### config.mk
export PLATFORM = sky130hd
export DESIGN_NAME = mic_sqrt
export DESIGN_NICKNAME = d
export VERILOG_FILES = /design/src/mic_pkg.sv /design/src/mic_sqrt.sv
export SDC_FILE = /design/constraint.sdc
export NUM_CORES = 2
export LEC_CHECK = 0
export BUFFER_PORTS_ARGS = -buffer_cell sky130_fd_sc_hd__buf_2
export CORE_MARGIN = 10
export CORE_UTILIZATION = 58
export CTS_BUF_LIST = sky130_fd_sc_hd__clkbuf_16
export DETAILED_ROUTE_END_ITERATION = 16
export MAX_ROUTING_LAYER = met4
export PLACE_DENSITY = 0.75
export SLEW_MARGIN = 20
export SYNTH_ARGS = -nofsm -noshare
export SYNTH_HDL_FRONTEND = slang
export SYNTH_MEMORY_MAX_BITS = 65536
export SYNTH_SLANG_ARGS = --single-unit
### constraint.sdc
create_clock -name i_clk -period 7.22 [get_ports i_clk]
set_clock_uncertainty 0.1 [all_clocks]
set_input_delay 0.361 -clock i_clk [delete_from_list [all_inputs] [get_ports i_clk]]
set_output_delay 0.361 -clock i_clk [all_outputs]
set_load 0.05 [all_outputs]
### src/mic_pkg.sv
// Shared types and constants of the magnetometer iron correction block.
package mic_pkg;

    localparam int DIV_STAGES  = 32;
    localparam int SQRT_STAGES = 16;

    typedef enum logic [2:0] {
        CFG_LEVEL     = 3'd0,
        CFG_OFFSET_X  = 3'd1,
        CFG_OFFSET_Y  = 3'd2,
        CFG_OFFSET_Z  = 3'd3,
        CFG_ROW0      = 3'd4,
        CFG_ROW1      = 3'd5,
        CFG_ROW2      = 3'd6,
        CFG_MIN_FIELD = 3'd7
    } t_cfg_idx;

    localparam logic [2:0]  LEVEL_RST = 3'd0;
    localparam logic [59:0] ROW0_RST  = 60'h000_0000_0001_0000;
    localparam logic [59:0] ROW1_RST  = 60'h000_0010_0000_0000;
    localparam logic [59:0] ROW2_RST  = 60'h100_0000_0000_0000;
    localparam logic [15:0] MIN_RST   = 16'd960;

    typedef struct packed {
        logic signed [23:0] mag_x;
        logic signed [23:0] mag_y;
        logic signed [23:0] mag_z;
    } t_in;

    typedef struct packed {
        logic signed [23:0] field_x;
        logic signed [23:0] field_y;
        logic signed [23:0] field_z;
        logic [1:0]         accuracy;
        logic               was_scaled;
    } t_out;

    typedef struct packed {
        logic [2:0]               level;
        logic [2:0][23:0]         offset;
        logic [2:0][59:0]         row;
        logic [15:0]              min_field;
    } t_cfg;

    // unscaled result plus the signs needed when the weak-field path wins
    typedef struct packed {
        t_out       res;
        logic [2:0] neg;
    } t_side;

endpackage

### src/mic_sqrt.sv
// Three-lane digit-by-digit square root, one root bit per stage.
module mic_sqrt (
    input  logic              i_clk,
    input  logic              i_rst_n,
    input  logic              i_en,
    input  logic              i_valid,
    input  logic [31:0]       i_quo [3],
    input  mic_pkg::t_side    i_side,
    output logic              o_valid,
    output logic [15:0]       o_root [3],
    output mic_pkg::t_side    o_side
);

    localparam int N = mic_pkg::SQRT_STAGES;

    logic [N-1:0]    r_v;
    logic [17:0]     r_rem  [N][3];
    logic [15:0]     r_root [N][3];
    logic [31:0]     r_qr   [N][3];
    mic_pkg::t_side  r_side [N];

    for (genvar s = 0; s < N; s++) begin : g_stage
        logic           w_v;
        logic [17:0]    w_rem  [3];
        logic [15:0]    w_root [3];
        logic [31:0]    w_qr   [3];
        mic_pkg::t_side w_side;
        logic [19:0]    w_t    [3];
        logic [19:0]    w_try  [3];
        logic           w_ge   [3];

        if (s == 0) begin : g_head
            assign w_v    = i_valid;
            assign w_side = i_side;
            for (genvar a = 0; a < 3; a++) begin : g_lane
                assign w_rem[a]  = 18'd0;
                assign w_root[a] = 16'd0;
                assign w_qr[a]   = i_quo[a];
            end
        end else begin : g_body
            assign w_v    = r_v[s-1];
            assign w_side = r_side[s-1];
            for (genvar a = 0; a < 3; a++) begin : g_lane
                assign w_rem[a]  = r_rem[s-1][a];
                assign w_root[a] = r_root[s-1][a];
                assign w_qr[a]   = r_qr[s-1][a];
            end
        end

        always_comb begin
            for (int a = 0; a < 3; a++) begin
                w_t[a]   = {w_rem[a], w_qr[a][31:30]};
                w_try[a] = {2'b00, w_root[a], 2'b01};
                w_ge[a]  = (w_t[a] >= w_try[a]);
            end
        end

        always_ff @(posedge i_clk) begin
            if (!i_rst_n) begin
                r_v[s] <= 1'b0;
            end else if (i_en) begin
                r_v[s] <= w_v;
            end
        end

        always_ff @(posedge i_clk) begin
            if (i_en) begin
                for (int a = 0; a < 3; a++) begin
                    r_rem[s][a]  <= w_ge[a] ? 18'(w_t[a] - w_try[a]) : w_t[a][17:0];
                    r_root[s][a] <= {w_root[a][14:0], w_ge[a]};
                    r_qr[s][a]   <= {w_qr[a][29:0], 2'b00};
                end
                r_side[s] <= w_side;
            end
        end
    end

    assign o_valid = r_v[N-1];
    assign o_root  = r_root[N-1];
    assign o_side  = r_side[N-1];

endmodule

==> flow_summary.yaml <==
routing:
  first_pass_iters: 7
  vias: 62100
  final_antenna_net_count: 0
  wl_per_cell_um: 17.2
  drt_iter0_markers: 4217
  drcViolationCount: 0
  routed_wl_mm: 199
  viasPerCell: 5.37
timing:
  rsz0062_at_grt: "false"
  layout_min_cycle_time_ns: 3.64
  timing.fmax_mhz: 274
  fin_crit_sh: 0.505
  relSlewSlack: 0.236
  finalSetupViolations: 0
  slew_violations: 0
  hold_viol_final: 0
  tightest_slew_ns: 1.15
  setup_tns_ns: 0
  whs_ns: 0.0734
layout:
  drive_gt1_frac: 0.108
  layout_commonest_cell: "edfxtp_1"
  final_cell_mix: "3,126 x edfxtp_1, 615 x inv_1, 459 x ha_1"
  postLayoutCellArea_um2: 141000
  area_growth_syn_to_layout_pct: 14.6
  nets: 9133
synthesis:
  synth_ff_type: "edfxtp_1"
  yosysWarnings: 0
  async_reset_ff_frac: 0
  ys_ff_latch: 3142
  syn_inst: 7651
  synth_area_um2: 123000
  synth_edf_count: 3126
  syn_avg_cell_area_um2: 16.1
  ys_seq_area_frac: 0.763
  synth_cell_types: 86
power_and_ir_drop:
  power_density_nw_per_um2: 302
  switching_power_uw: 9740
  seqPwrFrac: 0.533
  swShare: 0.228
  p_leak_uw: 0.0532
  p_int_uw: 33000
  comb_power_share: 0.097
  p_clk_frac: 0.370
  peakVddDrop_uv: 266
flow_run:
  cap_violations: 0
clocking:
  cts_buffers: 331
  cts.sinks: 3142
  post_cts_buffers: 0
  worstSkewPairLatency_ns: 0.92
  cts_root_buffer: "clkbuf_16"
  clk_pin_slew_ns: 0.06
  cts_tree: "yes"
  cts_max_level: 5
  cts_max_path_buffers: 4
  post_cts_resized: 0
  postCtsHoldBufs: 252
critical_path:
  worstPathRequired_ns: 7.70
  critPathKind: "flop to flop"
  path_buf_inv: 0
  end_kind: "flop"
  slowest_delay_ns: 0.98
  cp_slowest_cell: "or4_1"
  cp.arrival_ns: 4.12
  worstPathCellList: "ha_1 -> nor2b_1 -> o31a_1 -> o31ai_2 -> a31oi_1 -> or4_1 -> o211ai_1 -> nor4_1 -> xor2_1"
  start_kind: "flop"
  crit_family: "simple AND/OR/NAND/NOR gates"
  crit_fanout: 24
floorplan:
  die_w_um: 481
  rows: 169
  core_area_um2: 212000
  initial_utilization: 0.583
  die_h_um: 481
  ios: 305
  die-area_um2: 232000
run_status:
  status: "complete, no violations"
place:
  gp_congestion: 0.924
  placed_area_um2: 129000
  port_buffers: 304
  dpl.hpwl_mm: 127
grt:
  grt_max_degree: 202
  gr-usage-all-layers: 0.174
  grt_pass1_wl_mm: 321
  antenna_found_initial: 5
  grt_overflow: 0
  grt_pass1_vias: 62300
worst_hold_path:
  worstHoldPathType: "input port to flop"
## worst reg2reg max path: stages (launching register included)
cell	delay [ns]
edfxtp_1	0.41
ha_1	0.39
nor2b_1	0.17
o31a_1	0.28
o31ai_2	0.29
a31oi_1	0.21
or4_1	0.98
o211ai_1	0.31
nor4_1	0.09
xor2_1	0.15
## registers in the layout, summed over array words and instances, names as in the netlist
register and count:
r_side 1248, r_rem 750, r_qr 720, r_root 408
g_stage.w_v 15, o_valid 1
## final cells by class
type | instances | area (µm²)
flip-flops and latches | 3142 | 94200
clock inverters | 247 | 1870
diodes | 5 | 12.5
repair buffers | 599 | 4580
clock buffers | 333 | 8330
multi-input cells | 3864 | 26800
well taps | 2821 | 3530
inverters | 558 | 2090
fillers | 14100 | 70400
## power by group through the flow
stage / combinational (µW) / clock (µW) / sequential (µW)
floorplan: 2770 / 0 / 23000
global placement: 3840 / 0 / 23100
detailed placement: 3980 / 0 / 23200
CTS: 4120 / 16200 / 22800
global route: 4630 / 17000 / 23000
finish: 4130 / 15800 / 22800
## metrics by stage
step           instances  setup WS (ns)  total power, µW  utilization
2_1_floorplan       7653           4.29            25700            -
3_3_place_gp       10700           3.68            26900        0.607
3_5_place_dp       10700           3.62            27100        0.607
4_1_cts            11600           3.59            43200        0.667
5_1_grt            11600           3.38            44600        0.668
6_report           11600           3.58            42700        0.668
## cell usage after synthesis, types with 110 or more instances
| cell | instances | area [µm²] |
|---|---|---|
| a21o_1 | 112 | 841 |
| nor2_1 | 417 | 1570 |
| xor2_1 | 263 | 2300 |
| edfxtp_1 | 3126 | 93900 |
| ha_1 | 459 | 5740 |
| o21a_1 | 110 | 826 |
| xnor2_1 | 284 | 2490 |
| o21ai_0 | 272 | 1360 |
| a21oi_1 | 415 | 2080 |
| nand2_1 | 312 | 1170 |
| inv_1 | 554 | 2080 |
| nor3_1 | 182 | 911 |
## path summary, 6_finish.rpt
check / startpoint / to / slack (ns) / cells past startpoint
max reg2reg: r_rem[5][36] / r_rem[5][105] / 3.58 / 9
min: i_quo[72] / r_qr[0][68] / 0.07 / 2
max: r_rem[5][36] / r_rem[5][105] / 3.58 / 9
min reg2reg: r_qr[0][77] / r_qr[1][79] / 0.28 / 0
## layer usage
layer | track usage | part of all wire | up-vias
li1 | - | - | 30400
met1 | 0.214 | 0.42 | 29900
met2 | 0.296 | 0.51 | 1311
met3 | 0.0269 | 0.040 | 486
met4 | 0.0611 | 0.034 | 0
met5 | - | 0 | -
## kinds of logic (layout without fill, tap and decap cells)
| logic type | Yosys count | count (layout) | share of synthesized area |
|---|---|---|---|
| multiplexers | 117 | 117 | 0.0103 |
| XOR/XNOR | 547 | 547 | 0.0388 |
| AND/OR/NAND/NOR | 1559 | 1559 | 0.0627 |
| other | 1 | 8 | 0.0000304 |
| buffers and inverters | 647 | 1737 | 0.0200 |
| AO/OA/AOI/OAI | 1179 | 1179 | 0.0587 |
| flip-flops | 3142 | 3142 | 0.763 |
| adder cells (fa/ha/maj) | 459 | 459 | 0.0465 |
No activity file was read; power rests on OpenSTA's default activity.
