<file path="config.mk">
export PLATFORM = sky130hd
export DESIGN_NAME = mic_out
export DESIGN_NICKNAME = d
export VERILOG_FILES = /design/src/mic_pkg.sv /design/src/mic_out.sv
export SDC_FILE = /design/constraint.sdc
export NUM_CORES = 1
export LEC_CHECK = 0
export BUFFER_PORTS_ARGS = -buffer_cell sky130_fd_sc_hd__clkbuf_2
export CORE_MARGIN = 1
export CORE_UTILIZATION = 45
export DETAILED_ROUTE_END_ITERATION = 10
export PLACE_DENSITY = 0.71
export SLEW_MARGIN = 20
export SYNTH_ARGS = -nofsm -noshare
export SYNTH_HDL_FRONTEND = slang
export SYNTH_SLANG_ARGS = --single-unit
</file>
<file path="constraint.sdc">
create_clock -name i_clk -period 8.7 [get_ports i_clk]
set_clock_uncertainty 0.05 [all_clocks]
set_input_delay 0.435 -clock i_clk [delete_from_list [all_inputs] [get_ports i_clk]]
set_output_delay 0.435 -clock i_clk [all_outputs]
set_load 0.02 [all_outputs]
</file>
<file path="src/mic_pkg.sv">
// Shared types and constants of the magnetometer iron correction block.
package mic_pkg;

    localparam int DIV_STAGES  = 32;
    localparam int SQRT_STAGES = 16;

    typedef enum logic [2:0] {
        CFG_LEVEL     = 3'd0,
        CFG_OFFSET_X  = 3'd1,
        CFG_OFFSET_Y  = 3'd2,
        CFG_OFFSET_Z  = 3'd3,
        CFG_ROW0      = 3'd4,
        CFG_ROW1      = 3'd5,
        CFG_ROW2      = 3'd6,
        CFG_MIN_FIELD = 3'd7
    } t_cfg_idx;

    localparam logic [2:0]  LEVEL_RST = 3'd0;
    localparam logic [59:0] ROW0_RST  = 60'h000_0000_0001_0000;
    localparam logic [59:0] ROW1_RST  = 60'h000_0010_0000_0000;
    localparam logic [59:0] ROW2_RST  = 60'h100_0000_0000_0000;
    localparam logic [15:0] MIN_RST   = 16'd960;

    typedef struct packed {
        logic signed [23:0] mag_x;
        logic signed [23:0] mag_y;
        logic signed [23:0] mag_z;
    } t_in;

    typedef struct packed {
        logic signed [23:0] field_x;
        logic signed [23:0] field_y;
        logic signed [23:0] field_z;
        logic [1:0]         accuracy;
        logic               was_scaled;
    } t_out;

    typedef struct packed {
        logic [2:0]               level;
        logic [2:0][23:0]         offset;
        logic [2:0][59:0]         row;
        logic [15:0]              min_field;
    } t_cfg;

    // unscaled result plus the signs needed when the weak-field path wins
    typedef struct packed {
        t_out       res;
        logic [2:0] neg;
    } t_side;

endpackage

</file>
<file path="src/mic_out.sv">
// Result assembly, output register and skid stage.
module mic_out (
    input  logic              i_clk,
    input  logic              i_rst_n,
    input  logic              i_valid,
    input  logic [15:0]       i_root [3],
    input  mic_pkg::t_side    i_side,
    input  logic              i_stall,
    output logic              o_en,
    output logic              o_valid,
    output mic_pkg::t_out     o_word
);

    logic           r_out_v, r_skd_v;
    mic_pkg::t_out  r_out, r_skd;
    mic_pkg::t_out  w_new;
    logic [23:0]    w_mag [3];
    logic [23:0]    w_fld [3];
    logic           w_fire;

    always_comb begin
        for (int a = 0; a < 3; a++) begin
            w_mag[a] = {8'h00, i_root[a]};
            w_fld[a] = i_side.neg[a] ? 24'(24'd0 - w_mag[a]) : w_mag[a];
        end
        w_new = i_side.res;
        if (i_side.res.was_scaled) begin
            w_new.field_x = w_fld[0];
            w_new.field_y = w_fld[1];
            w_new.field_z = w_fld[2];
        end
    end

    assign w_fire = r_out_v && !i_stall;

    always_ff @(posedge i_clk) begin
        if (!i_rst_n) begin
            r_out_v <= 1'b0;
            r_skd_v <= 1'b0;
        end else if (r_skd_v) begin
            if (w_fire) begin
                r_skd_v <= 1'b0;
            end
        end else if (i_valid) begin
            if (!r_out_v || w_fire) begin
                r_out_v <= 1'b1;
            end else begin
                r_skd_v <= 1'b1;
            end
        end else if (w_fire) begin
            r_out_v <= 1'b0;
        end
    end

    always_ff @(posedge i_clk) begin
        if (r_skd_v) begin
            if (w_fire) begin
                r_out <= r_skd;
            end
        end else if (i_valid) begin
            if (!r_out_v || w_fire) begin
                r_out <= w_new;
            end else begin
                r_skd <= w_new;
            end
        end
    end

    assign o_en    = !r_skd_v;
    assign o_valid = r_out_v;
    assign o_word  = r_out;

endmodule

</file>
==> results.sh <==
export IMPL_crit_arrival_ns=2.65
export IMPL_dp_hpwl_mm=11.8
export IMPL_slew_headroom=0.291
export IMPL_reg2reg_depth=6
export IMPL_status="finished, final reports clean"
export IMPL_syn2layout_area_growth_pct=25.1
export IMPL_synth_enable_flop_cells=150
export IMPL_p_int_mw=1.46
export IMPL_cts_num_sinks=152
export IMPL_grt_overflow=0
export IMPL_synthMuxAreaShare=0.120
export IMPL_drc=0
export IMPL_critPathMaxFanout=8
export IMPL_cp_start_kind="input pin"
export IMPL_grt_setup_unrepaired="no"
export IMPL_start_util=0.464
export IMPL_yosysTopAreaCellShare=0.607
export IMPL_cts_tree="yes"
export IMPL_min_period_ns=2.54
export IMPL_wl_per_cell_um=16.9
export IMPL_p_clk_frac=0.396
export IMPL_cts_htree_levels=4
export IMPL_fin_tns_setup_ns=0
export IMPL_postCtsSetupRepairBufs=0
export IMPL_cp_slowest_cell="o311ai_1"
export IMPL_cts_buffers=17
export IMPL_power_switching_mw=0.468
export IMPL_grt_use_total=0.204
export IMPL_synth_xor_area_share=0.0460
export IMPL_antenna_found_initial=0
export IMPL_root_buffer="clkbuf_16"
export IMPL_die_height_um=130
export IMPL_power_leakage_nw=3.73
export IMPL_ys_top_cells_by_area="edfxtp_1 (61%), mux2_2 (10%), a21oi_1 (2.8%)"
export IMPL_n_fill_cell=1369
export IMPL_fp_row_count=46
export IMPL_nNetsFinal=915
export IMPL_grt_pass1_wl_mm=26.0
export IMPL_drtAntennaViolNets=0
export IMPL_cts_resized=0
export IMPL_cp_cell_sequence="clkbuf_2 -> inv_1 -> ha_1 -> nor3b_1 -> nand4_1 -> o311ai_1 -> o21ai_0 -> mux2_2"
export IMPL_numPortBuffers=206
export IMPL_postSynthNetCount=714
export IMPL_yosysUniqueCellTypes=50
export IMPL_die_width_um=130
export IMPL_synth_top_family_by_area="multiplexers"
export IMPL_clk_latency_ns=0.41
export IMPL_io_pins=207
export IMPL_worst_setup_path_end_kind="flip-flop"
export IMPL_switching_share=0.243
export IMPL_first_pass_iters=5
export IMPL_gr_usage_met2=0.326
export IMPL_synth_common_cells="edfxtp_1 (150), mux2_2 (66), nor2_1 (54)"
export IMPL_crit_required_ns=8.81
export IMPL_grt_met3_usage=0.0546
export IMPL_grt_pass1_vias=5126
export IMPL_power_density_nw_per_um2=208
export IMPL_wirelength_mm=17.1
export IMPL_hp_class="in -> reg"
export IMPL_ys_seq_area_frac=0.612
export IMPL_synth_compound_gate_area_share=0.102
export IMPL_post_route_period_util=0.292
export IMPL_die_area_um2=17000
export IMPL_diodes=0
export IMPL_pwr_share_seq=0.458
export IMPL_ys_warnings_count=0
export IMPL_combPwrFrac=0.146
export IMPL_hold_start="i_side[4]"
export IMPL_place_congestion=0.858
export IMPL_ys_seq_elements=152
export IMPL_ys_async_sr_fraction=0
export IMPL_synth_avg_cell_area_um2=12.8
export IMPL_clock_path_buffers=2
export IMPL_syn_area_um2=7420
export IMPL_cp_startpoint="i_root[16]"
export IMPL_max_clock_freq_ghz=0.393
export IMPL_yosysMostFrequentCell="edfxtp_1"
export IMPL_hold_violations=0
export IMPL_viasPerCell=5.30
export IMPL_grt_max_degree=76
export IMPL_vdd_ir_drop_max_mv=0.141
export IMPL_synth_ff_type="edfxtp_1"
export IMPL_slew_violations=0
export IMPL_cap_violations=0
export IMPL_clkTransAtPathRegs_ns=0.06
export IMPL_worst_slew_pin_slew_ns=1.06
export IMPL_drive_above_1_share=0.413
export IMPL_busiest_layer="met2"
export IMPL_synthSimpleGateAreaFrac=0.0813
export IMPL_reg2reg_setup_slack_ns=6.27
export IMPL_min_path_cells=1
export IMPL_core_um2=16000
export IMPL_slowest_delay_ns=0.71
export IMPL_worstSetupPathType="in -> reg"
export IMPL_p_total_mw=1.93
export IMPL_finalSetupViolCount=0
export IMPL_use_met1=0.273
export IMPL_num_vias=5358
export IMPL_r2r_start="r_skd_v"
export IMPL_dr_first_iter_drc_count=324
export IMPL_syn_inst=581
export IMPL_synth_adder_area_share=0.00506
export IMPL_holdBufCountCts=0
export IMPL_synth_area_leader_cell="edfxtp_1"
## worst max-delay path, delay by kind of cell
family / cells / cell delay [ns]
compound gates: 2 / 1.01
simple gates: 2 / 0.49
mux: 1 / 0.35
fa+ha+maj: 1 / 0.19
buf+inv: 2 / 0.18
## metal layers
metal  share of wire  wire length (µm)  vias to the layer above
li1                -                 -                     2574
met1            0.44              7570                     2550
met2            0.47              8050                      217
met3           0.077              1320                       17
met4          0.0092               157                        0
met5               0                 0                        -
## layout make-up
class,instances,area [µm²],share of cell area
Clock inverter,12,176,0.0190
Sequential cell,152,4540,0.489
Inverter,37,140,0.0151
Tap cell,216,270,0.0291
Clock buffer,20,437,0.0470
Timing Repair Buffer,211,1070,0.115
Multi-Input combinational cell,363,2650,0.285
## metrics by stage
step / util / hold WS, ns / instance area, µm² / setup slack [ns] / cells
after floorplan: - / 0.446 / 7420 / 1.46 / 581
after global placement: 0.542 / 0.455 / 8670 / 5.88 / 979
after detailed placement: 0.542 / 0.465 / 8670 / 5.73 / 979
after CTS: 0.580 / 0.150 / 9290 / 6.11 / 1011
after global routing: 0.580 / 0.156 / 9290 / 6.02 / 1011
final: 0.580 / 0.170 / 9290 / 6.16 / 1011
## power by group through the flow
stage	combinational (mW)	sequential [mW]	clock, mW
floorplan	0.130	0.947	0
global placement	0.275	0.897	0
detailed placement	0.284	0.898	0
CTS	0.285	0.883	0.780
global route	0.308	0.887	0.805
finish	0.282	0.883	0.763
## kinds of logic (layout without fill, tap and decap cells)
family                     Yosys count  after routing
adders and majority gates            3              3
xor gates and xnor gates            39             39
DFF                                152            152
and+or+nand+nor                    123            123
buffers and inverters               66            280
muxes                               78             78
AOI/OAI and AO/OA                  120            120
## flip-flops by register name (all words and copies together) (netlist names)
| signal | count |
|---|---|
| r_skd_v | 1 |
| r_skd | 75 |
| o_valid | 1 |
| o_word | 75 |
## path summary, 6_finish.rpt
kind                 to
min            r_skd[1]
max          o_word[50]
max reg2reg  o_word[41]
min reg2reg   o_word[0]
## cell usage in the layout, fill, tap and decap left out, types with 6 or more instances in the layout
cell type,n
nand2b_1,6
inv_1,36
xor2_1,22
o41ai_1,7
mux2_2,66
o21ai_0,27
buf_4,6
clkbuf_2,205
edfxtp_1,150
o31ai_1,11
xnor2_1,17
nor2_1,53
or2_2,6
a21oi_1,42
clkbuf_16,17
nand2_1,20
mux2i_1,7
or3_1,7
(Power assumes the default switching activity.)
